$ cat config.mk
export PLATFORM = sky130hd
export DESIGN_NAME = msp_cfg
export DESIGN_NICKNAME = d
export VERILOG_FILES = /design/src/design/msp_pkg.sv /design/src/design/msp_cfg.sv
export SDC_FILE = /design/constraint.sdc
export NUM_CORES = 1
export LEC_CHECK = 0
export ABC_AREA = 1
export BUFFER_PORTS_ARGS = -buffer_cell sky130_fd_sc_hd__buf_2
export CORE_MARGIN = 2
export CORE_UTILIZATION = 36
export CTS_CLUSTER_DIAMETER = 200
export DETAILED_ROUTE_END_ITERATION = 10
export HOLD_SLACK_MARGIN = 0.1
export PLACE_DENSITY = 0.79
export SLEW_MARGIN = 20
export SYNTH_ARGS = -nofsm -noshare
export SYNTH_HDL_FRONTEND = slang
export SYNTH_SLANG_ARGS = --single-unit
$ cat constraint.sdc
create_clock -name clk -period 1.1 [get_ports clk]
set_input_delay 0.11 -clock clk [delete_from_list [all_inputs] [get_ports clk]]
set_output_delay 0.11 -clock clk [all_outputs]
set_load 0.005 [all_outputs]
$ cat src/design/msp_pkg.sv
// Shared constants, types and helpers of the matrix saddle point search.
`default_nettype none

package msp_pkg;

  localparam int MAX_ROWS = 16;
  localparam int MAX_COLS = 16;

  localparam int ROW_IW = (MAX_ROWS > 1) ? $clog2(MAX_ROWS) : 1;
  localparam int COL_IW = (MAX_COLS > 1) ? $clog2(MAX_COLS) : 1;
  localparam int IDX_W  = (ROW_IW > COL_IW) ? ROW_IW : COL_IW;
  localparam int ADDR_W = ROW_IW + COL_IW;

  localparam int DATA_W = 32;
  localparam int DIM_W  = 5;
  localparam int POS_W  = 4;
  localparam int APB_AW = 3;
  localparam int APB_DW = 32;

  localparam logic REG_ROW_COUNT = 1'b0;
  localparam logic REG_COL_COUNT = 1'b1;

  localparam logic [DIM_W-1:0] DIM_RESET = 5'd16;

  typedef enum logic [1:0] {
    PH_LOAD,
    PH_ROWMIN,
    PH_COLMAX
  } phase_t;

  typedef struct packed {
    logic [ROW_IW-1:0] rows_m1;
    logic [COL_IW-1:0] cols_m1;
    logic              restart;
  } dims_t;

  // Last usable index for a dimension register: zero reads as one, and
  // anything above the limit reads as the limit.
  function automatic logic [IDX_W-1:0] last_index(logic [DIM_W-1:0] v, int unsigned limit);
    logic [IDX_W-1:0] res;
    if (v == '0) begin
      res = '0;
    end else if (int'(v) > int'(limit)) begin
      res = IDX_W'(limit - 1);
    end else begin
      res = IDX_W'(v - DIM_W'(1));
    end
    return res;
  endfunction

endpackage

`default_nettype wire

$ cat src/design/msp_cfg.sv
// APB register file holding the row and column counts.
`default_nettype none

module msp_cfg
  import msp_pkg::*;
(
  input  wire logic              clk,
  input  wire logic              rst_n,
  input  wire logic              psel,
  input  wire logic              penable,
  input  wire logic              pwrite,
  input  wire logic [APB_AW-1:0] paddr,
  input  wire logic [APB_DW-1:0] pwdata,
  output logic      [APB_DW-1:0] prdata,
  output logic                   pready,
  output dims_t                  dims
);

  logic [DIM_W-1:0] row_count_r;
  logic [DIM_W-1:0] col_count_r;
  logic             wr_acc;
  logic             reg_sel;

  assign pready  = 1'b1;
  assign wr_acc  = psel && penable && pwrite && pready;
  assign reg_sel = paddr[2];

  always_ff @(posedge clk) begin
    if (!rst_n) begin
      row_count_r <= DIM_RESET;
      col_count_r <= DIM_RESET;
    end else if (wr_acc) begin
      unique case (reg_sel)
        REG_ROW_COUNT: row_count_r <= pwdata[DIM_W-1:0];
        REG_COL_COUNT: col_count_r <= pwdata[DIM_W-1:0];
        default:       row_count_r <= row_count_r;
      endcase
    end
  end

  always_comb begin
    unique case (reg_sel)
      REG_ROW_COUNT: prdata = APB_DW'(row_count_r);
      REG_COL_COUNT: prdata = APB_DW'(col_count_r);
      default:       prdata = '0;
    endcase
  end

  always_comb begin
    dims.rows_m1 = ROW_IW'(last_index(row_count_r, MAX_ROWS));
    dims.cols_m1 = COL_IW'(last_index(col_count_r, MAX_COLS));
    // Any register write drops a partly loaded matrix.
    dims.restart = wr_acc;
  end

endmodule

`default_nettype wire

-- Word level (Yosys, flattened, before mapping)
Cells that the tools add are included.
- bits in registers: 10
- input bits: 40
- output and inout bits: 42
- logic and storage cells: 18
- add/subtract/negate cells: 2
- magnitude comparators: 2
- mux-type cells: 5
- bitwise operators: 1
- reduce and logical (&&, ||, !) cells: 6
- operators by type and width (kind ; number):
    $pmux W32 S2 ; 1
    $mux W4 ; 4
    $gt A5 B5 Y1 const B ; 2
    $logic_not A5 Y1 ; 2
    $sub A4 B1 Y4 const B ; 2
    $reduce_and A2 Y1 ; 2
    $logic_and A1 B1 Y1 ; 2
    $not A1 Y1 ; 1

-- Longest topological paths before layout
Gate-level depths: netlist (run 1).
- depth in word-level cells: 3
- gate-level depth with buffers: 5
- mapped depth without buffers: 5

-- Worst setup path before layout (run 1)
OpenSTA, ideal clock, no wires.
- path kind: register -> output
- from: register col_count_r[0]
- to: output dims[4] (netlist name)
- data arrival time: 0.971 ns
- required time: 0.990 ns
- slack: 0.019 ns
- cell stages (with the launch flop): 6
- path buffers: 0
- path through: dfxtp_1 > inv_1 > ha_1 > nand3_1 > nand2_1 > a21oi_1
- RTL lines (element ; line ; source):
    start, declared ; msp_cfg.sv:20 ; logic [DIM_W-1:0] col_count_r;
    start signal, assigned ; msp_cfg.sv:35 ; REG_COL_COUNT: col_count_r <= pwdata[DIM_W-1:0];
    end, declared ; msp_cfg.sv:16 ; output dims_t dims

==> flow_summary.ini, run 1 <==
[status]
outcome = finished, violations left
failed_checks = negative setup slack

[placed_design]
placed_cell_area_um2 = 955
place_worst_setup_slack_ps = -85.9
gp_congestion = 0.746
dpl.cell_count = 193
hpwl_mm = 1.38
portBuffers = 24

[global_route]
antenna_found_initial = 0
grt_pass1_wl_mm = 2.58
overflow = 0
grt_usage_pct = 12.6
grt_max_degree = 14
grt_pass1_vias = 645

[worst_setup_path]
slowest_delay_ps = 320
crit_fanout = 4
criticalPathCategory = flip-flop to output port
arrival_ps = 1210
slowest_stage = dfxtp_2
end_kind = output port
cp_cell_sequence = inv_2, ha_4, nand3_4, nor2_4, o21ai_1, buf_2
crit_required_ps = 990
cp-start-kind = flip-flop

[detailed_routing]
wirelength_mm = 1.75
drt-pass1-iter-count = 4
wl_per_cell_um = 8.76
vias = 828
drt.antenna.violating_nets = 0
drt_iter0_drc = 6
vias_per_cell = 4.14
drcViolationCount = 0

[yosys]
synth_top_area_share_pct = 25.3
synth_warnings = 0
syn_inst = 137
synth_area_um2 = 861
yosysTopAreaCell = buf_4
synth_cell_types = 18
ys_seq_area_share_pct = 23.3
synth-seq-cells = 10
synthTopCellsByArea = buf_4, dfxtp_1, nand2_1
avgSynthCellArea_um2 = 6.28

[final_layout]
fin_area_um2 = 1150
num-fill-cells = 232
finalNetCount = 215
final_common_cell = nand2_1
final_util_pct = 51.5
drive_gt1_share_pct = 43.0
layout_common_cells = nand2_1, conb_1, buf_2, nor2_1, buf_4
syn_to_final_growth_pct = 33.7
fin_cells = 200
antenna_cells = 0

[pwr]
p_seq_share_pct = 38.8
power_uw = 997
power_density_nw_per_um2 = 866
cellInternalPower_uw = 698
switchingPower_uw = 298
peakVddDrop_v = 0.000696
p_clk_share_pct = 33.2
netSwitchingFraction_pct = 29.9
p_comb_share_pct = 28.0
leakage_nw = 0.586

[worst_hold_path]
min_path_type = input pin to flip-flop

[sta]
finalSetupViolations = 9
drv_slew = 0
fin_worst_skew_ps = 0
layout_min_cycle_time_ps = 1320
whs_ps = 110
fin_ws_ps = -221
rsz0062_at_grt = true
fin_crit_sh_pct = 120
fmaxAchievable_ghz = 0.757
hold_violations = 0
fin_tns_setup_ps = -1820

[clock_network]
cts-buffers-inserted = 3
ctsHtreeMaxLevel = 1
clkTransAtPathRegs_ps = 70
cts_tree = done
ctsRootBufferMaster = clkbuf_4
insertion_delay_ps = 260
cts.sinks = 10
ctsLongestPathBuffers = 2

[floorplan]
die_w_um = 52.9
fp-row-count = 17
initial_core_util_pct = 38.5
dieHeight_um = 52.9
ioPinCount = 82
core_area_um2 = 2230
dieArea_um2 = 2800

[run]
drv_cap = 0
[cell usage after synthesis, drive strengths merged]
master	count
dfxtp	10
o21ai	11
nor2	22
buf	31
xnor2	1
a21oi	3
conb	2
o211ai	1
ha	2
nand3	8
inv	15
nand2	31
[cell type report]
class / instances / area, µm² / area share, %
Inverter: 15 / 56.3 / 4.89
Timing Repair Buffer: 36 / 220 / 19.1
Multi-Input combinational cell: 107 / 584 / 50.8
Tap cell: 28 / 35.0 / 3.04
Sequential cell: 10 / 219 / 19.0
Clock buffer: 4 / 36.3 / 3.15
[layer usage]
metal / vias to the layer above / track usage, % / routed length (µm)
met5: - / 0 / 0
met4: 0 / 5.13 / 9
met3: 2 / 3.11 / 163
met2: 35 / 21.7 / 867
met1: 352 / 14.9 / 712
li1: 439 / - / -
[state kept, by name, summed over array words and instances (netlist names)]
| name | count |
|---|---|
| row_count_r | 5 |
| col_count_r | 5 |
[repair_timing]
action,in CTS,in global routing
setup buffers,1,1
hold buffers,1,0
gates resized for setup,40,11
pin swaps,8,4
endpoints found under the setup margin,11,13
hold endpoints to repair,2,0
[path summary, 6_finish.rpt]
path / start / end / slack (ps) / cells past startpoint
setup / recovery: col_count_r[0] / dims[2] / -220 / 6
hold / removal: rst_n / row_count_r[4] / 110 / 2
setup reg to reg: row_count_r[3] / row_count_r[3] / 380 / 3
hold reg to reg: col_count_r[4] / col_count_r[4] / 540 / 2
[critical path, delay by kind of cell (launching register included)]
kind	cells	cell delay, ps
and+or+nand+nor	2	220
AOI/OAI and AO/OA	1	70
DFF	1	320
adders and majority gates	1	150
buffers and inverters	2	190
[cells by family after synthesis]
group                      after synthesis  share of synthesized area [%]
AOI/OAI and AO/OA                       15                           9.01
xor gates and xnor gates                 1                           1.02
adders and majority gates                2                           2.91
buffers and inverters                   46                           32.8
DFF                                     10                           23.3
other                                    2                          0.872
and+or+nand+nor                         61                           30.1
[power by group through the flow]
stage          Clock [mW]  Sequential (mW)  Combinational [mW]
6_report            0.331            0.386               0.280
5_1_grt             0.360            0.388               0.317
4_1_cts             0.332            0.389               0.270
3_5_place_dp            0            0.393               0.223
3_3_place_gp            0            0.392               0.219
2_1_floorplan           0            0.392               0.208
(Power assumes the default switching activity.)
==> inputs of run 2 (changes only) <==
CORE_UTILIZATION = 30   (was 36)
PLACE_DENSITY = 0.68   (was 0.79)
==> run 2 against run 1 <==
The flow still finishes with violations (negative setup slack). Global-route usage down 2.0 points. Via count down 2.1%. Sequential cell count unchanged. Sequential share of layout area up 0.072 points. Clock skew unchanged. Hold slack better by 15 ps. Design area up 0.76%. Sequential power about the same. Cell count up 0.50%. Clock-buffer cell count down 1. Combinational power up 3%. First-iteration DRC count down 33%. Critical path type unchanged. Critical endpoint unchanged. Largest cell class unchanged.
==> flow_summary.ini, run 2 (same netlist as run 1, synthesis figures left out) <==
[sta]
finalSetupViolations = 9
fin_tns_setup_ps = -1710
layout_min_cycle_time_ps = 1320
hold_violations = 0
fin_crit_sh_pct = 120
drv_slew = 0
fmaxAchievable_ghz = 0.755
whs_ps = 125
fin_worst_skew_ps = 0
rsz0062_at_grt = true
fin_ws_ps = -225

[detailed_routing]
drt_iter0_drc = 4
drcViolationCount = 0
drt-pass1-iter-count = 4
wirelength_mm = 1.81
wl_per_cell_um = 8.99
vias_per_cell = 4.03
drt.antenna.violating_nets = 0
vias = 811

[placed_design]
gp_congestion = 0.786
hpwl_mm = 1.39
portBuffers = 24
place_worst_setup_slack_ps = -103

[worst_setup_path]
cp-start-kind = flip-flop
arrival_ps = 1210
crit_fanout = 4
slowest_stage = dfxtp_2
cp_cell_sequence = inv_2, ha_4, nand3_4, nor2_4, o21ai_1, buf_2
criticalPathCategory = flip-flop to output port
slowest_delay_ps = 330
end_kind = output port
crit_required_ps = 990

[final_layout]
antenna_cells = 0
layout_common_cells = conb_1, nand2_1, buf_2, nor2_1
multi_input_area_um2 = 598
layout.area.seq_um2 = 221
reg_top3 = col_count_r: 5 flops, row_count_r: 5 flops
num-fill-cells = 307
finalNetCount = 214
drive_gt1_share_pct = 44.1
final_common_cell = conb_1
syn_to_final_growth_pct = 34.7

[status]
outcome = finished, violations left
failed_checks = negative setup slack

[clock_network]
insertion_delay_ps = 250
cts_tree = done
ctsRootBufferMaster = clkbuf_4
cts.sinks = 10
cts-buffers-inserted = 3
ctsLongestPathBuffers = 2
ctsHtreeMaxLevel = 1
clkTransAtPathRegs_ps = 60

[global_route]
overflow = 0
grt_max_degree = 14
grt_pass1_vias = 668
grt_pass1_wl_mm = 2.75
grt_usage_pct = 10.6
antenna_found_initial = 0

[pwr]
power_density_nw_per_um2 = 786
leakage_nw = 0.578
peakVddDrop_v = 0.000401

[floorplan]
ioPinCount = 82
core_area_um2 = 2730
dieHeight_um = 57.6
initial_core_util_pct = 31.5
dieArea_um2 = 3310
die_w_um = 57.6
fp-row-count = 19

[worst_hold_path]
min_path_type = input pin to flip-flop

[run]
drv_cap = 0
-- run 2: final cells by class --
cell class,count,share of cell area [%]
multi-input cells,107,51.6
flip-flops and latches,10,19.1
well taps,31,3.34
inverters,15,5.07
repair buffers,35,19.0
clock buffers,3,1.94
-- run 2: power breakdown --
group          internal (mW)  switching (mW)
logic                  0.129           0.159
registers              0.370          0.0163
clock network          0.126           0.110
total                  0.625           0.286
-- run 2: what timing repair did --
| action | 4_1_cts | 5_1_grt |
|---|---|---|
| endpoints found under the setup margin | 11 | 13 |
| gates resized for setup | 43 | 17 |
| pin swaps | 8 | 10 |
| hold buffers | 1 | 0 |
| hold endpoints to repair | 2 | 0 |
| buffers inserted | 1 | 1 |
-- run 2: worst paths after layout --
kind	startpoint	endpoint	slack [ps]	cells after the start
hold reg to reg	row_count_r[2]	row_count_r[2]	540	2
hold / removal	rst_n	row_count_r[4]	130	2
setup reg to reg	col_count_r[1]	col_count_r[1]	270	4
setup / recovery	col_count_r[1]	dims[2]	-220	6
-- run 2: layer usage --
metal	vias to the layer above	global-route usage [%]	wire length, µm
met5	-	0	0
met4	0	4.98	10
met3	2	2.49	147
met2	28	16.4	834
met1	347	13.9	814
li1	434	-	-
-- run 2: through the flow --
step | power, mW | cell area, µm² | utilization, % | cells
2_1_floorplan | 0.600 | 958 | - | 163
6_report | 0.911 | 1160 | 42.4 | 201
3_3_place_gp | 0.613 | 951 | 34.8 | 195
3_5_place_dp | 0.616 | 951 | 34.8 | 195
4_1_cts | 0.914 | 1110 | 40.5 | 200
5_1_grt | 0.993 | 1160 | 42.4 | 201
-- run 2: critical path, delay by kind of cell, from the launching register on --
family / cells / cell delay, ps
DFF: 1 / 330
and+or+nand+nor: 2 / 230
buffers and inverters: 2 / 190
adders and majority gates: 1 / 150
AOI/OAI and AO/OA: 1 / 70
==> inputs of run 3 (changes only) <==
ABC_AREA = unset   (was 1)
CORE_UTILIZATION = 36   (was 30)
PLACE_DENSITY = 0.8   (was 0.68)
==> run 3 against run 2 <==
The flow still finishes with violations (negative setup slack). Largest power group unchanged. Cell count down 11%. Sequential power is 3% lower. Clock skew did not move. Total power fell by 0.50%.
==> flow_summary.ini, run 3 <==
[floorplan]
dieHeight_um = 52.7
die_w_um = 52.7
fp-row-count = 17
ioPinCount = 82
dieArea_um2 = 2770
initial_core_util_pct = 38.2
core_area_um2 = 2230

[placed_design]
gp_congestion = 0.803
portBuffers = 24
hpwl_mm = 1.50
dpl.cell_count = 170

[sta]
drv_slew = 0
fmaxAchievable_ghz = 0.577
rsz0062_at_grt = true
hold_violations = 0
finalSetupViolations = 12
layout_min_cycle_time_ps = 1730
fin_ws_ps = -632
fin_crit_sh_pct = 157
fin_tns_setup_ps = -4410
fin_worst_skew_ps = 0
whs_ps = 110

[yosys]
synth_cell_types = 22
synth_top_area_share_pct = 25.6
ys_top_cells_by_count = buf_4, o21ai_0, dfxtp_1, nand2_1
synth_area_um2 = 852
async_flop_share_pct = 0
synth_warnings = 0
avgSynthCellArea_um2 = 7.82
yosysTopAreaCell = buf_4
ys_seq_area_share_pct = 23.5
synth_most_common_cell = buf_4
synth-seq-cells = 10
synth_top_flop_cell = dfxtp_1
synthTopCellsByArea = buf_4, dfxtp_1, o21ai_0
syn_inst = 109
synth_edf_count = 0

[detailed_routing]
vias_per_cell = 4.43
drt_iter0_drc = 14
vias = 793
drt-pass1-iter-count = 4
drt.antenna.violating_nets = 0
wirelength_mm = 2.03
drcViolationCount = 0
wl_per_cell_um = 11.3

[clock_network]
cts_tree = done
clkTransAtPathRegs_ps = 70
cts-buffers-inserted = 3
ctsRootBufferMaster = clkbuf_4
insertion_delay_ps = 270
cts.sinks = 10
ctsLongestPathBuffers = 2
ctsHtreeMaxLevel = 1

[worst_setup_path]
cp-start-kind = flip-flop
criticalPathCategory = flip-flop to output port
arrival_ps = 1620
end_kind = output port
crit_fanout = 3
crit_required_ps = 990

[final_layout]
drive_gt1_share_pct = 53.6
finalNetCount = 194
antenna_cells = 0
fin_cells = 179
layout_common_cells = conb_1, buf_2, buf_4, nand2_1, buf_6
final_util_pct = 53.7
syn_to_final_growth_pct = 40.7
reg_top3 = col_count_r: 5 flops, row_count_r: 5 flops
final_common_cell = conb_1

[pwr]
power_density_nw_per_um2 = 756
leakage_nw = 0.585
peakVddDrop_v = 0.000422

[status]
outcome = finished, violations left
failed_checks = negative setup slack

[run]
drv_cap = 0

[global_route]
grt_pass1_wl_mm = 3.01
overflow = 0
antenna_found_initial = 0
grt_max_degree = 15
grt_pass1_vias = 732
grt_usage_pct = 14.9

[worst_hold_path]
min_path_type = input pin to flip-flop
## run 3: kinds of logic (layout without fill, tap and decap cells)
family | Yosys count | after routing | synth area share (%)
buf+inv | 39 | 55 | 30.1
other cells | 2 | 28 | 0.881
simple gates | 29 | 29 | 17.9
fa+ha+maj | 6 | 6 | 8.22
flops | 10 | 10 | 23.5
compound gates | 16 | 16 | 10.4
mux | 7 | 7 | 8.96
## run 3: metal layers
layer  share of wire [%]  up-vias  global-route usage (%)
met2                  52       44                    25.4
met5                   0        -                       0
met3                 7.6        4                    2.86
li1                    -      390                       -
met1                  39      355                    17.3
met4                 1.5        0                    7.69
## run 3: metrics by stage
step	power [mW]	worst slack, ps	area, µm²
finish	0.907	-632	1200
global route	0.970	-691	1200
CTS	0.900	-630	1140
detailed placement	0.560	-342	1010
global placement	0.553	-301	1010
floorplan	0.563	-202	980
## run 3: power breakdown
part	switching (mW)	total, mW	internal [mW]
registers	0.0107	0.374	0.363
clock network	0.126	0.326	0.201
logic	0.103	0.206	0.103
total	0.239	0.907	0.668
## run 3: final cells by class
type                       count  area [µm²]
sequential                    10         223
timing repair buffer          43         307
multi-input combinational     86         566
clock buffer                   4        36.3
inverter                       8        32.5
fill                         206        1030
tap                           28        35.0
## run 3: worst paths after layout
kind / cells after the start / end / slack (ps) / startpoint
min: 3 / col_count_r[3] / 110 / pwdata[3]
min reg2reg: 2 / row_count_r[2] / 530 / row_count_r[2]
max reg2reg: 4 / row_count_r[1] / 250 / row_count_r[1]
max: 6 / dims[1] / -630 / col_count_r[1]
## run 3: critical path, stage by stage, from the launching register on
cell and delay [ps]:
dfxtp_2 330, inv_2 70, ha_4 140, inv_2 40, or3_4 340, maj3_2 310
buf_2 130
## run 3: repair_timing
action                                 in CTS  in global routing
hold buffers                                1                  0
gates cloned                                0                  0
buffers inserted                            4                  4
resized for setup                          21                 14
pin swaps                                   3                  5
endpoints found under the hold margin       2                  0
setup endpoints to repair                  13                 13
