[config.mk]
export PLATFORM = sky130hd
export DESIGN_NAME = msp_search
export DESIGN_NICKNAME = d
export VERILOG_FILES = /design/src/design/msp_pkg.sv /design/src/design/msp_search.sv
export SDC_FILE = /design/constraint.sdc
export NUM_CORES = 1
export LEC_CHECK = 0
export BUFFER_PORTS_ARGS = -buffer_cell sky130_fd_sc_hd__clkbuf_2
export CAP_MARGIN = 20
export CORE_ASPECT_RATIO = 0.7
export CORE_MARGIN = 10
export CORE_UTILIZATION = 50
export DETAILED_ROUTE_END_ITERATION = 10
export GPL_TIMING_DRIVEN = 0
export PLACE_DENSITY = 0.79
export SLEW_MARGIN = 5
export SYNTH_ARGS = -nofsm -noshare
export SYNTH_HDL_FRONTEND = slang
export SYNTH_SLANG_ARGS = --single-unit
[constraint.sdc]
create_clock -name clk -period 7.7 [get_ports clk]
set_clock_uncertainty 0.15 [all_clocks]
set_input_delay 1.54 -clock clk [delete_from_list [all_inputs] [get_ports clk]]
set_output_delay 1.54 -clock clk [all_outputs]
set_load 0.01 [all_outputs]
[src/design/msp_pkg.sv]
// Shared constants, types and helpers of the matrix saddle point search.
`default_nettype none

package msp_pkg;

  localparam int MAX_ROWS = 16;
  localparam int MAX_COLS = 16;

  localparam int ROW_IW = (MAX_ROWS > 1) ? $clog2(MAX_ROWS) : 1;
  localparam int COL_IW = (MAX_COLS > 1) ? $clog2(MAX_COLS) : 1;
  localparam int IDX_W  = (ROW_IW > COL_IW) ? ROW_IW : COL_IW;
  localparam int ADDR_W = ROW_IW + COL_IW;

  localparam int DATA_W = 32;
  localparam int DIM_W  = 5;
  localparam int POS_W  = 4;
  localparam int APB_AW = 3;
  localparam int APB_DW = 32;

  localparam logic REG_ROW_COUNT = 1'b0;
  localparam logic REG_COL_COUNT = 1'b1;

  localparam logic [DIM_W-1:0] DIM_RESET = 5'd16;

  typedef enum logic [1:0] {
    PH_LOAD,
    PH_ROWMIN,
    PH_COLMAX
  } phase_t;

  typedef struct packed {
    logic [ROW_IW-1:0] rows_m1;
    logic [COL_IW-1:0] cols_m1;
    logic              restart;
  } dims_t;

  // Last usable index for a dimension register: zero reads as one, and
  // anything above the limit reads as the limit.
  function automatic logic [IDX_W-1:0] last_index(logic [DIM_W-1:0] v, int unsigned limit);
    logic [IDX_W-1:0] res;
    if (v == '0) begin
      res = '0;
    end else if (int'(v) > int'(limit)) begin
      res = IDX_W'(limit - 1);
    end else begin
      res = IDX_W'(v - DIM_W'(1));
    end
    return res;
  endfunction

endpackage

`default_nettype wire

[src/design/msp_search.sv]
// Load sequencer and row-minimum / column-maximum search over the store.
`default_nettype none

module msp_search
  import msp_pkg::*;
(
  input  wire logic              clk,
  input  wire logic              rst_n,
  input  wire dims_t             dims,
  input  wire logic              in_valid,
  output logic                   in_stall,
  input  wire logic [DATA_W-1:0] in_element_value,
  output logic                   ram_wr_en,
  output logic      [ADDR_W-1:0] ram_wr_addr,
  output logic      [DATA_W-1:0] ram_wr_data,
  output logic                   ram_rd_en,
  output logic      [ADDR_W-1:0] ram_rd_addr,
  input  wire logic [DATA_W-1:0] ram_rd_data,
  output logic                   out_valid,
  input  wire logic              out_stall,
  output logic                   out_found,
  output logic      [DATA_W-1:0] out_point_value,
  output logic      [POS_W-1:0]  out_point_row,
  output logic      [POS_W-1:0]  out_point_col
);

  phase_t state_r, state_nxt;

  logic [ROW_IW-1:0] ld_row_r, ld_row_nxt;
  logic [COL_IW-1:0] ld_col_r, ld_col_nxt;
  logic [ROW_IW-1:0] scan_row_r, scan_row_nxt;
  logic [IDX_W-1:0]  iss_idx_r, iss_idx_nxt;
  logic              iss_done_r, iss_done_nxt;
  logic              rd_vld_r, rd_vld_nxt;
  logic [IDX_W-1:0]  rd_idx_r, rd_idx_nxt;
  logic              rd_last_r, rd_last_nxt;
  logic [DATA_W-1:0] min_r, min_nxt;
  logic [COL_IW-1:0] min_col_r, min_col_nxt;
  logic              still_max_r, still_max_nxt;
  logic              out_valid_r, out_valid_nxt;
  logic              out_found_r, out_found_nxt;
  logic [DATA_W-1:0] out_value_r, out_value_nxt;
  logic [POS_W-1:0]  out_row_r, out_row_nxt;
  logic [POS_W-1:0]  out_col_r, out_col_nxt;

  logic in_acc;
  logic ld_last;
  logic issuing;
  logic iss_last;
  logic rd_less;
  logic rd_greater;
  logic pass_done;
  logic found_now;
  logic last_row;

  assign in_acc     = in_valid && !in_stall;
  assign ld_last    = (ld_row_r == dims.rows_m1) && (ld_col_r == dims.cols_m1);
  assign issuing    = (state_r != PH_LOAD) && !iss_done_r;
  assign iss_last   = (state_r == PH_ROWMIN) ? (iss_idx_r == IDX_W'(dims.cols_m1))
                                             : (iss_idx_r == IDX_W'(dims.rows_m1));
  assign rd_less    = $signed(ram_rd_data) < $signed(min_r);
  assign rd_greater = $signed(ram_rd_data) > $signed(min_r);
  assign pass_done  = rd_vld_r && rd_last_r;
  assign found_now  = still_max_r && !rd_greater;
  assign last_row   = (scan_row_r == dims.rows_m1);

  // Next state.
  always_comb begin
    state_nxt = state_r;
    unique case (state_r)
      PH_LOAD: begin
        if (in_acc && ld_last) begin
          state_nxt = PH_ROWMIN;
        end
      end
      PH_ROWMIN: begin
        if (pass_done) begin
          state_nxt = PH_COLMAX;
        end
      end
      PH_COLMAX: begin
        if (pass_done) begin
          state_nxt = (found_now || last_row) ? PH_LOAD : PH_ROWMIN;
        end
      end
      default: state_nxt = PH_LOAD;
    endcase
  end

  // Handshake and store access.
  always_comb begin
    // Hold the completing word while the previous result is still unread.
    in_stall    = (state_r != PH_LOAD) || (out_valid_r && ld_last);
    ram_wr_en   = in_acc;
    ram_wr_addr = {ld_row_r, ld_col_r};
    ram_wr_data = in_element_value;
    ram_rd_en   = issuing;
    if (state_r == PH_COLMAX) begin
      ram_rd_addr = {iss_idx_r[ROW_IW-1:0], min_col_r};
    end else begin
      ram_rd_addr = {scan_row_r, iss_idx_r[COL_IW-1:0]};
    end
  end

  // Datapath.
  always_comb begin
    ld_row_nxt    = ld_row_r;
    ld_col_nxt    = ld_col_r;
    scan_row_nxt  = scan_row_r;
    iss_idx_nxt   = iss_idx_r;
    iss_done_nxt  = iss_done_r;
    rd_vld_nxt    = 1'b0;
    rd_idx_nxt    = rd_idx_r;
    rd_last_nxt   = rd_last_r;
    min_nxt       = min_r;
    min_col_nxt   = min_col_r;
    still_max_nxt = still_max_r;
    out_valid_nxt = out_valid_r && out_stall;
    out_found_nxt = out_found_r;
    out_value_nxt = out_value_r;
    out_row_nxt   = out_row_r;
    out_col_nxt   = out_col_r;

    if (dims.restart) begin
      ld_row_nxt = '0;
      ld_col_nxt = '0;
    end else if (in_acc) begin
      if (ld_col_r == dims.cols_m1) begin
        ld_col_nxt = '0;
        ld_row_nxt = ld_last ? '0 : ld_row_r + ROW_IW'(1);
      end else begin
        ld_col_nxt = ld_col_r + COL_IW'(1);
      end
    end

    if (state_r == PH_LOAD && in_acc && ld_last) begin
      scan_row_nxt = '0;
      iss_idx_nxt  = '0;
      iss_done_nxt = 1'b0;
    end

    if (issuing) begin
      rd_vld_nxt  = 1'b1;
      rd_idx_nxt  = iss_idx_r;
      rd_last_nxt = iss_last;
      if (iss_last) begin
        iss_done_nxt = 1'b1;
      end else begin
        iss_idx_nxt = iss_idx_r + IDX_W'(1);
      end
    end

    if (rd_vld_r && state_r == PH_ROWMIN) begin
      // Strict compare keeps the leftmost minimum.
      if (rd_idx_r == '0 || rd_less) begin
        min_nxt     = ram_rd_data;
        min_col_nxt = rd_idx_r[COL_IW-1:0];
      end
      if (rd_last_r) begin
        still_max_nxt = 1'b1;
        iss_idx_nxt   = '0;
        iss_done_nxt  = 1'b0;
      end
    end

    if (rd_vld_r && state_r == PH_COLMAX) begin
      still_max_nxt = found_now;
      if (rd_last_r) begin
        if (found_now) begin
          out_valid_nxt = 1'b1;
          out_found_nxt = 1'b1;
          out_value_nxt = min_r;
          out_row_nxt   = POS_W'(scan_row_r);
          out_col_nxt   = POS_W'(min_col_r);
        end else if (last_row) begin
          out_valid_nxt = 1'b1;
          out_found_nxt = 1'b0;
          out_value_nxt = '0;
          out_row_nxt   = '0;
          out_col_nxt   = '0;
        end else begin
          scan_row_nxt = scan_row_r + ROW_IW'(1);
          iss_idx_nxt  = '0;
          iss_done_nxt = 1'b0;
        end
      end
    end
  end

  always_ff @(posedge clk) begin
    if (!rst_n) begin
      state_r     <= PH_LOAD;
      ld_row_r    <= '0;
      ld_col_r    <= '0;
      scan_row_r  <= '0;
      iss_idx_r   <= '0;
      iss_done_r  <= 1'b1;
      rd_vld_r    <= 1'b0;
      out_valid_r <= 1'b0;
    end else begin
      state_r     <= state_nxt;
      ld_row_r    <= ld_row_nxt;
      ld_col_r    <= ld_col_nxt;
      scan_row_r  <= scan_row_nxt;
      iss_idx_r   <= iss_idx_nxt;
      iss_done_r  <= iss_done_nxt;
      rd_vld_r    <= rd_vld_nxt;
      out_valid_r <= out_valid_nxt;
    end
  end

  always_ff @(posedge clk) begin
    rd_idx_r    <= rd_idx_nxt;
    rd_last_r   <= rd_last_nxt;
    min_r       <= min_nxt;
    min_col_r   <= min_col_nxt;
    still_max_r <= still_max_nxt;
    out_found_r <= out_found_nxt;
    out_value_r <= out_value_nxt;
    out_row_r   <= out_row_nxt;
    out_col_r   <= out_col_nxt;
  end

  assign out_valid       = out_valid_r;
  assign out_found       = out_found_r;
  assign out_point_value = out_value_r;
  assign out_point_row   = out_row_r;
  assign out_point_col   = out_col_r;

`ifndef SYNTHESIS
  a_wr_only_loading: assert property (@(posedge clk) disable iff (!rst_n)
    ram_wr_en |-> state_r == PH_LOAD)
    else $error("store written during search");

  a_rd_only_search: assert property (@(posedge clk) disable iff (!rst_n)
    rd_vld_r |-> state_r != PH_LOAD)
    else $error("read data returned outside search");

  a_not_found_zero: assert property (@(posedge clk) disable iff (!rst_n)
    (out_valid_r && !out_found_r) |->
      (out_value_r == '0 && out_row_r == '0 && out_col_r == '0))
    else $error("not-found result carries non-zero fields");

  a_result_free: assert property (@(posedge clk) disable iff (!rst_n)
    (in_acc && ld_last) |-> !out_valid_r)
    else $error("matrix completed while previous result unread");

  a_search_ends_load: assert property (@(posedge clk) disable iff (!rst_n)
    (state_r == PH_COLMAX && pass_done && (found_now || last_row)) |=> out_valid_r)
    else $error("search ended without a result");
`endif

endmodule

`default_nettype wire

## Word level (Yosys, flattened, before mapping)

Cells that the tools add are included.

| word-level totals | value |
|---|---|
| register bits | 104 |
| bits in latches | 0 |
| bits in writable memories | 0 |
| ROM bits | 0 |
| bits of input ports | 77 |
| output and inout bits | 93 |
| word-level logic and storage cells | 110 |
| memories kept | 0 |

| operators by class | value |
|---|---|
| add/subtract/negate cells | 4 |
| multipliers | 0 |
| div/mod/pow operators | 0 |
| $lt $le $gt $ge | 2 |
| eq/ne operators | 10 |
| shift operators | 0 |
| muxes and demuxes | 46 |
| bitwise operators | 1 |
| reductions and logical operators | 30 |

Operators by type and width:

| operator | count |
|---|---|
| 4-bit two-way mux | 19 |
| 32-bit two-way mux | 2 |
| 32-bit greater-than comparator | 1 |
| 32-bit less-than comparator | 1 |
| 4-bit equality test | 5 |
| 1-bit two-way mux | 20 |
| 4-bit by 1-bit adder with 4-bit output (second input constant) | 4 |
| 1-bit logical AND | 12 |
| 8-bit two-way mux | 1 |
| 2-bit nonzero test | 4 |
| 2-bit two-way mux | 3 |
| 2-bit inequality test (second input constant) | 3 |
| 2-bit one-hot mux with 3 select lines | 1 |
| 2-bit AND reduction | 3 |
| 3-bit AND reduction | 2 |
| 4-bit logical NOT | 1 |
| 1-bit logical NOT | 3 |
| 1-bit logical OR | 3 |
| 2-bit by 1-bit equality test with 1-bit output (second input constant) | 1 |
| 2-bit equality test (second input constant) | 1 |
| 2-bit logical NOT | 1 |
| 2-bit OR reduction | 1 |
| 1-bit NOT | 1 |

## Logic depth before layout (Yosys ltp)

| depth | value |
|---|---|
| depth in word-level cells | 17 |
| gate-level depth with buffers | 10 |
| gate-level depth less buffers | 10 |

## Least setup slack after synthesis

No wires, ideal clock.

| path | value |
|---|---|
| kind | in2reg |
| start | in ram_rd_data[31] |
| end | reg out_found_r (netlist: out_found), enable pin |
| setup time | 0.445 ns |
| data arrival time | 4.914 ns |
| data required time | 7.105 ns |
| slack | 2.191 ns |
| stages on the path | 7 |
| path buffers | 0 |
| cell sequence | ha_1 > and4_1 > a221oi_2 > nand2_1 > o311ai_2 > nor3_4 > nor2b_1 |

| between the ends | value |
|---|---|
| cells in the longest elaborated chain, start to end | 5 |

Ends and longest elaborated chain:

| element | RTL line | source |
|---|---|---|
| from (decl) | msp_search.sv:18 | `input wire logic [DATA_W-1:0] ram_rd_data,` |
| 32-bit greater-than comparator | msp_search.sv:62 | `assign rd_greater = $signed(ram_rd_data) > $signed(min_r);` |
| 1-bit logical NOT | msp_search.sv:64 | `assign found_now = still_max_r && !rd_greater;` |
| 1-bit logical AND | msp_search.sv:64 |  |
| 2-bit nonzero test (no line) | - |  |
| 3-bit AND reduction (no line) | - |  |
| to (signal assigned) | msp_search.sv:218 | `out_found_r <= out_found_nxt;` |
| to (decl) | msp_search.sv:41 | `logic out_found_r, out_found_nxt;` |

Every way passes these cells.
A chain may end at the register's enable or synchronous reset.

## Worst setup path in the final report

| path | value |
|---|---|
| start | in dims[1] (netlist name) |
| end | out ram_wr_en |

| between the ends | value |
|---|---|
| cells in the longest elaborated chain, start to end | 6 |

Ends and longest elaborated chain:

| element | RTL line | source |
|---|---|---|
| from (decl) | msp_search.sv:9 | `input wire dims_t dims,` |
| 4-bit equality test | msp_search.sv:57 | `assign ld_last = (ld_row_r == dims.rows_m1) && (ld_col_r == dims.cols_m1);` |
| 1-bit logical AND | msp_search.sv:57 |  |
| 1-bit logical AND | msp_search.sv:93 | `in_stall = (state_r != PH_LOAD) \|\| (out_valid_r && ld_last);` |
| 1-bit logical OR | msp_search.sv:93 |  |
| 1-bit logical NOT | msp_search.sv:56 | `assign in_acc = in_valid && !in_stall;` |
| 1-bit logical AND | msp_search.sv:56 |  |
| to (decl) | msp_search.sv:13 | `output logic ram_wr_en,` |

Every way passes these cells.

==> results.sh <==
export IMPL_status="finished, final reports clean"
export IMPL_rsz0062_at_grt="no"
export IMPL_drive_gt1_frac=0.335
export IMPL_yosys_area_share_simple=0.139
export IMPL_synth_avg_cell_area_sq_um=11.5
export IMPL_path_buf_inv=2
export IMPL_top_usage_layer="met2"
export IMPL_clkTransAtPathRegs_ps=70
export IMPL_syn_nets=564
export IMPL_ant_nets=0
export IMPL_syn_area_sq_um=5190
export IMPL_synth_cell_types=43
export IMPL_synth_compound_area_share=0.0704
export IMPL_cp_slowest_stage_delay_ps=620
export IMPL_fp_coreArea_sq_um=10200
export IMPL_cts_tree="built"
export IMPL_relSlewSlack=0.564
export IMPL_grtUsageMet2=0.262
export IMPL_grt_max_degree=35
export IMPL_synthTopCellsByArea="edfxtp_1 (48%), ha_1 (8.7%), dfxtp_1 (8.1%)"
export IMPL_drt_wirelength_per_cell_um=17.3
export IMPL_die_h_um=105
export IMPL_critPathArrivalTime_ps=2910
export IMPL_tightest_slew_ps=652
export IMPL_grt_pass1_vias=4120
export IMPL_grt_overflow=0
export IMPL_synth_commonest_cells="edfxtp_1 (83), nor2_1 (57), inv_1 (39), ha_1 (36), buf_4 (32)"
export IMPL_drc=0
export IMPL_antenna_found_initial=0
export IMPL_slew_viol_final=0
export IMPL_clk_path_buf_depth=2
export IMPL_crit_type="in2out"
export IMPL_fillers=836
export IMPL_area_growth_synth_to_final_pct=23.3
export IMPL_power_mw=1.16
export IMPL_period_share=0.598
export IMPL_finalInstanceArea_sq_um=6400
export IMPL_grt_pass1_wl_mm=20.4
export IMPL_muxShareOfSynthArea=0.0284
export IMPL_final_nets=714
export IMPL_end_kind="primary output"
export IMPL_max_freq_mhz=217
export IMPL_finalHoldViolCount=0
export IMPL_leakagePower_nw=2.84
export IMPL_setup_tns_final_ps=0
export IMPL_insertion_delay_ps=340
export IMPL_cts_hold_buf=0
export IMPL_critPathTopFamily="compound AO/OA/AOI/OAI gates"
export IMPL_hold_class="reg2reg"
export IMPL_clockRootBuffer="clkbuf_16"
export IMPL_synthAdderAreaFrac=0.0868
export IMPL_path_cells="clkbuf_2, xnor2_1, nand4_1, nor2_1, a2111oi_4, clkbuf_2"
export IMPL_async_reset_ff_frac=0
export IMPL_use_met3=0.0700
export IMPL_cts_buffers=9
export IMPL_design_die_area_sq_um=14900
export IMPL_yosys_warnings=0
export IMPL_use_met1=0.211
export IMPL_drt_iter0_markers=233
export IMPL_vdd_drop_max_mv=0.130
export IMPL_critPathMostFrequentCell="clkbuf_2"
export IMPL_powerDensity_nw_per_um2=181
export IMPL_cp_max_fo=8
export IMPL_vias=3835
export IMPL_clock_sinks=104
export IMPL_yosysSeqAreaShare=0.561
export IMPL_die_w_um=142
export IMPL_io_pins=170
export IMPL_drt_total_wl_mm=12.8
export IMPL_setup_violations_final=0
export IMPL_synth_top_area_share=0.480
export IMPL_synth_top_family_by_area="simple AND/OR/NAND/NOR gates"
export IMPL_synth_area_leader_cell="edfxtp_1"
export IMPL_hpwl_mm=10.2
export IMPL_drt_pass1_iter_count=4
export IMPL_place_area_sq_um=6090
export IMPL_fin_crit_ps=4600
export IMPL_synth_edf_count=83
export IMPL_synth_seq_cells=104
export IMPL_start_util=0.507
export IMPL_yosysMostFrequentCell="edfxtp_1"
export IMPL_start_kind="input port"
export IMPL_yosys_area_share_xor_xnor=0.0338
export IMPL_synthFlopType="edfxtp_1"
export IMPL_rows=31
export IMPL_port_buffer_count=137
export IMPL_finalWeightedCongestion=0.836
export IMPL_post_cts_buffers=0
export IMPL_post_cts_resized=0
export IMPL_cpMaxStageDelayCell="a2111oi_4"
export IMPL_diodes=0
export IMPL_grtUsageTotal=0.168
export IMPL_whs_ps=306
export IMPL_crit_required_ps=6010
export IMPL_vias_per_cell=5.20
export IMPL_cap_violations=0
export IMPL_h_tree_depth=3
export IMPL_synthCells=451
-- cell usage in the layout, fill, tap and decap left out, types with 3 or more instances in the layout --
master     count
nand3_1       12
nand2b_1       5
o21ai_0        4
nor3_1         4
mux2i_1        8
a21oi_1       26
nand2_1       24
xnor2_1       13
mux2_2         6
clkbuf_1       6
or3_1          3
o21ai_1        5
a211o_1        5
clkbuf_16      9
nor2b_1       12
ha_1          36
edfxtp_1      83
inv_1         39
and2_1         4
clkinv_4       3
nor2_1        57
buf_4         32
nand4_1       10
xor2_1         7
dfxtp_1       21
clkbuf_2     137
-- final cells by class --
| cell class | count | area [sq um] | share of cell area |
|---|---|---|---|
| plain buffers | 40 | 273 | 0.0426 |
| clock buffers | 9 | 225 | 0.0352 |
| clock inverters | 7 | 85.1 | 0.0133 |
| inverters | 39 | 146 | 0.0229 |
| multi-input cells | 268 | 1870 | 0.292 |
| flip-flops and latches | 104 | 2910 | 0.455 |
| well taps | 132 | 165 | 0.0258 |
| repair buffers | 139 | 726 | 0.113 |
-- logic make-up (layout without fill, tap and decap cells) --
group,Yosys count,in the layout
AOI/OAI and AO/OA,54,54
xor gates and xnor gates,20,20
adders and majority gates,36,36
buffers and inverters,79,234
DFF,104,104
muxes,14,14
and+or+nand+nor,144,144
-- report_power, final --
| part | internal [mW] | switching, mW |
|---|---|---|
| Combinational | 0.0408 | 0.0437 |
| Sequential | 0.602 | 0.000776 |
| Clock | 0.259 | 0.213 |
| Total | 0.901 | 0.257 |
-- metal layers --
layer  share of wire  wire length [um]  vias up
li1                -                 -     1857
met5               0                 0        -
met2            0.45              5800      154
met1            0.43              5540     1817
met3            0.10              1310        7
met4          0.0099               127        0
-- final timing paths --
check,start,to,slack [ps],cells after the start
setup / recovery,dims[1],ram_wr_en,3100,6
setup reg to reg,min_r[7],out_point_value[27],4510,10
hold / removal,rd_idx_r[2],min_col_r[2],310,0
hold reg to reg,rd_idx_r[2],min_col_r[2],310,0
-- per-stage QoR --
stage / utilization / worst slack [ps] / cells
finish: 0.625 / 3100 / 738
global route: 0.625 / 2990 / 738
CTS: 0.625 / 3090 / 738
detailed placement: 0.595 / 3100 / 722
global placement: 0.590 / 943 / 720
floorplan: - / 2190 / 451
-- registers in the layout, indices dropped and copies added, names as in the netlist --
name and cells:
rd_last_r 1, out_point_value 32, still_max_r 1, ld_col_r 4
rd_vld_r 1, rd_idx_r 4, min_r 32, iss_idx_r 4
iss_done_r 1, scan_row_r 4, out_found 1, ld_row_r 4
out_point_col 4, state_r 2, out_point_row 4, min_col_r 4
out_valid 1
No activity file was read; power rests on OpenSTA's default activity.
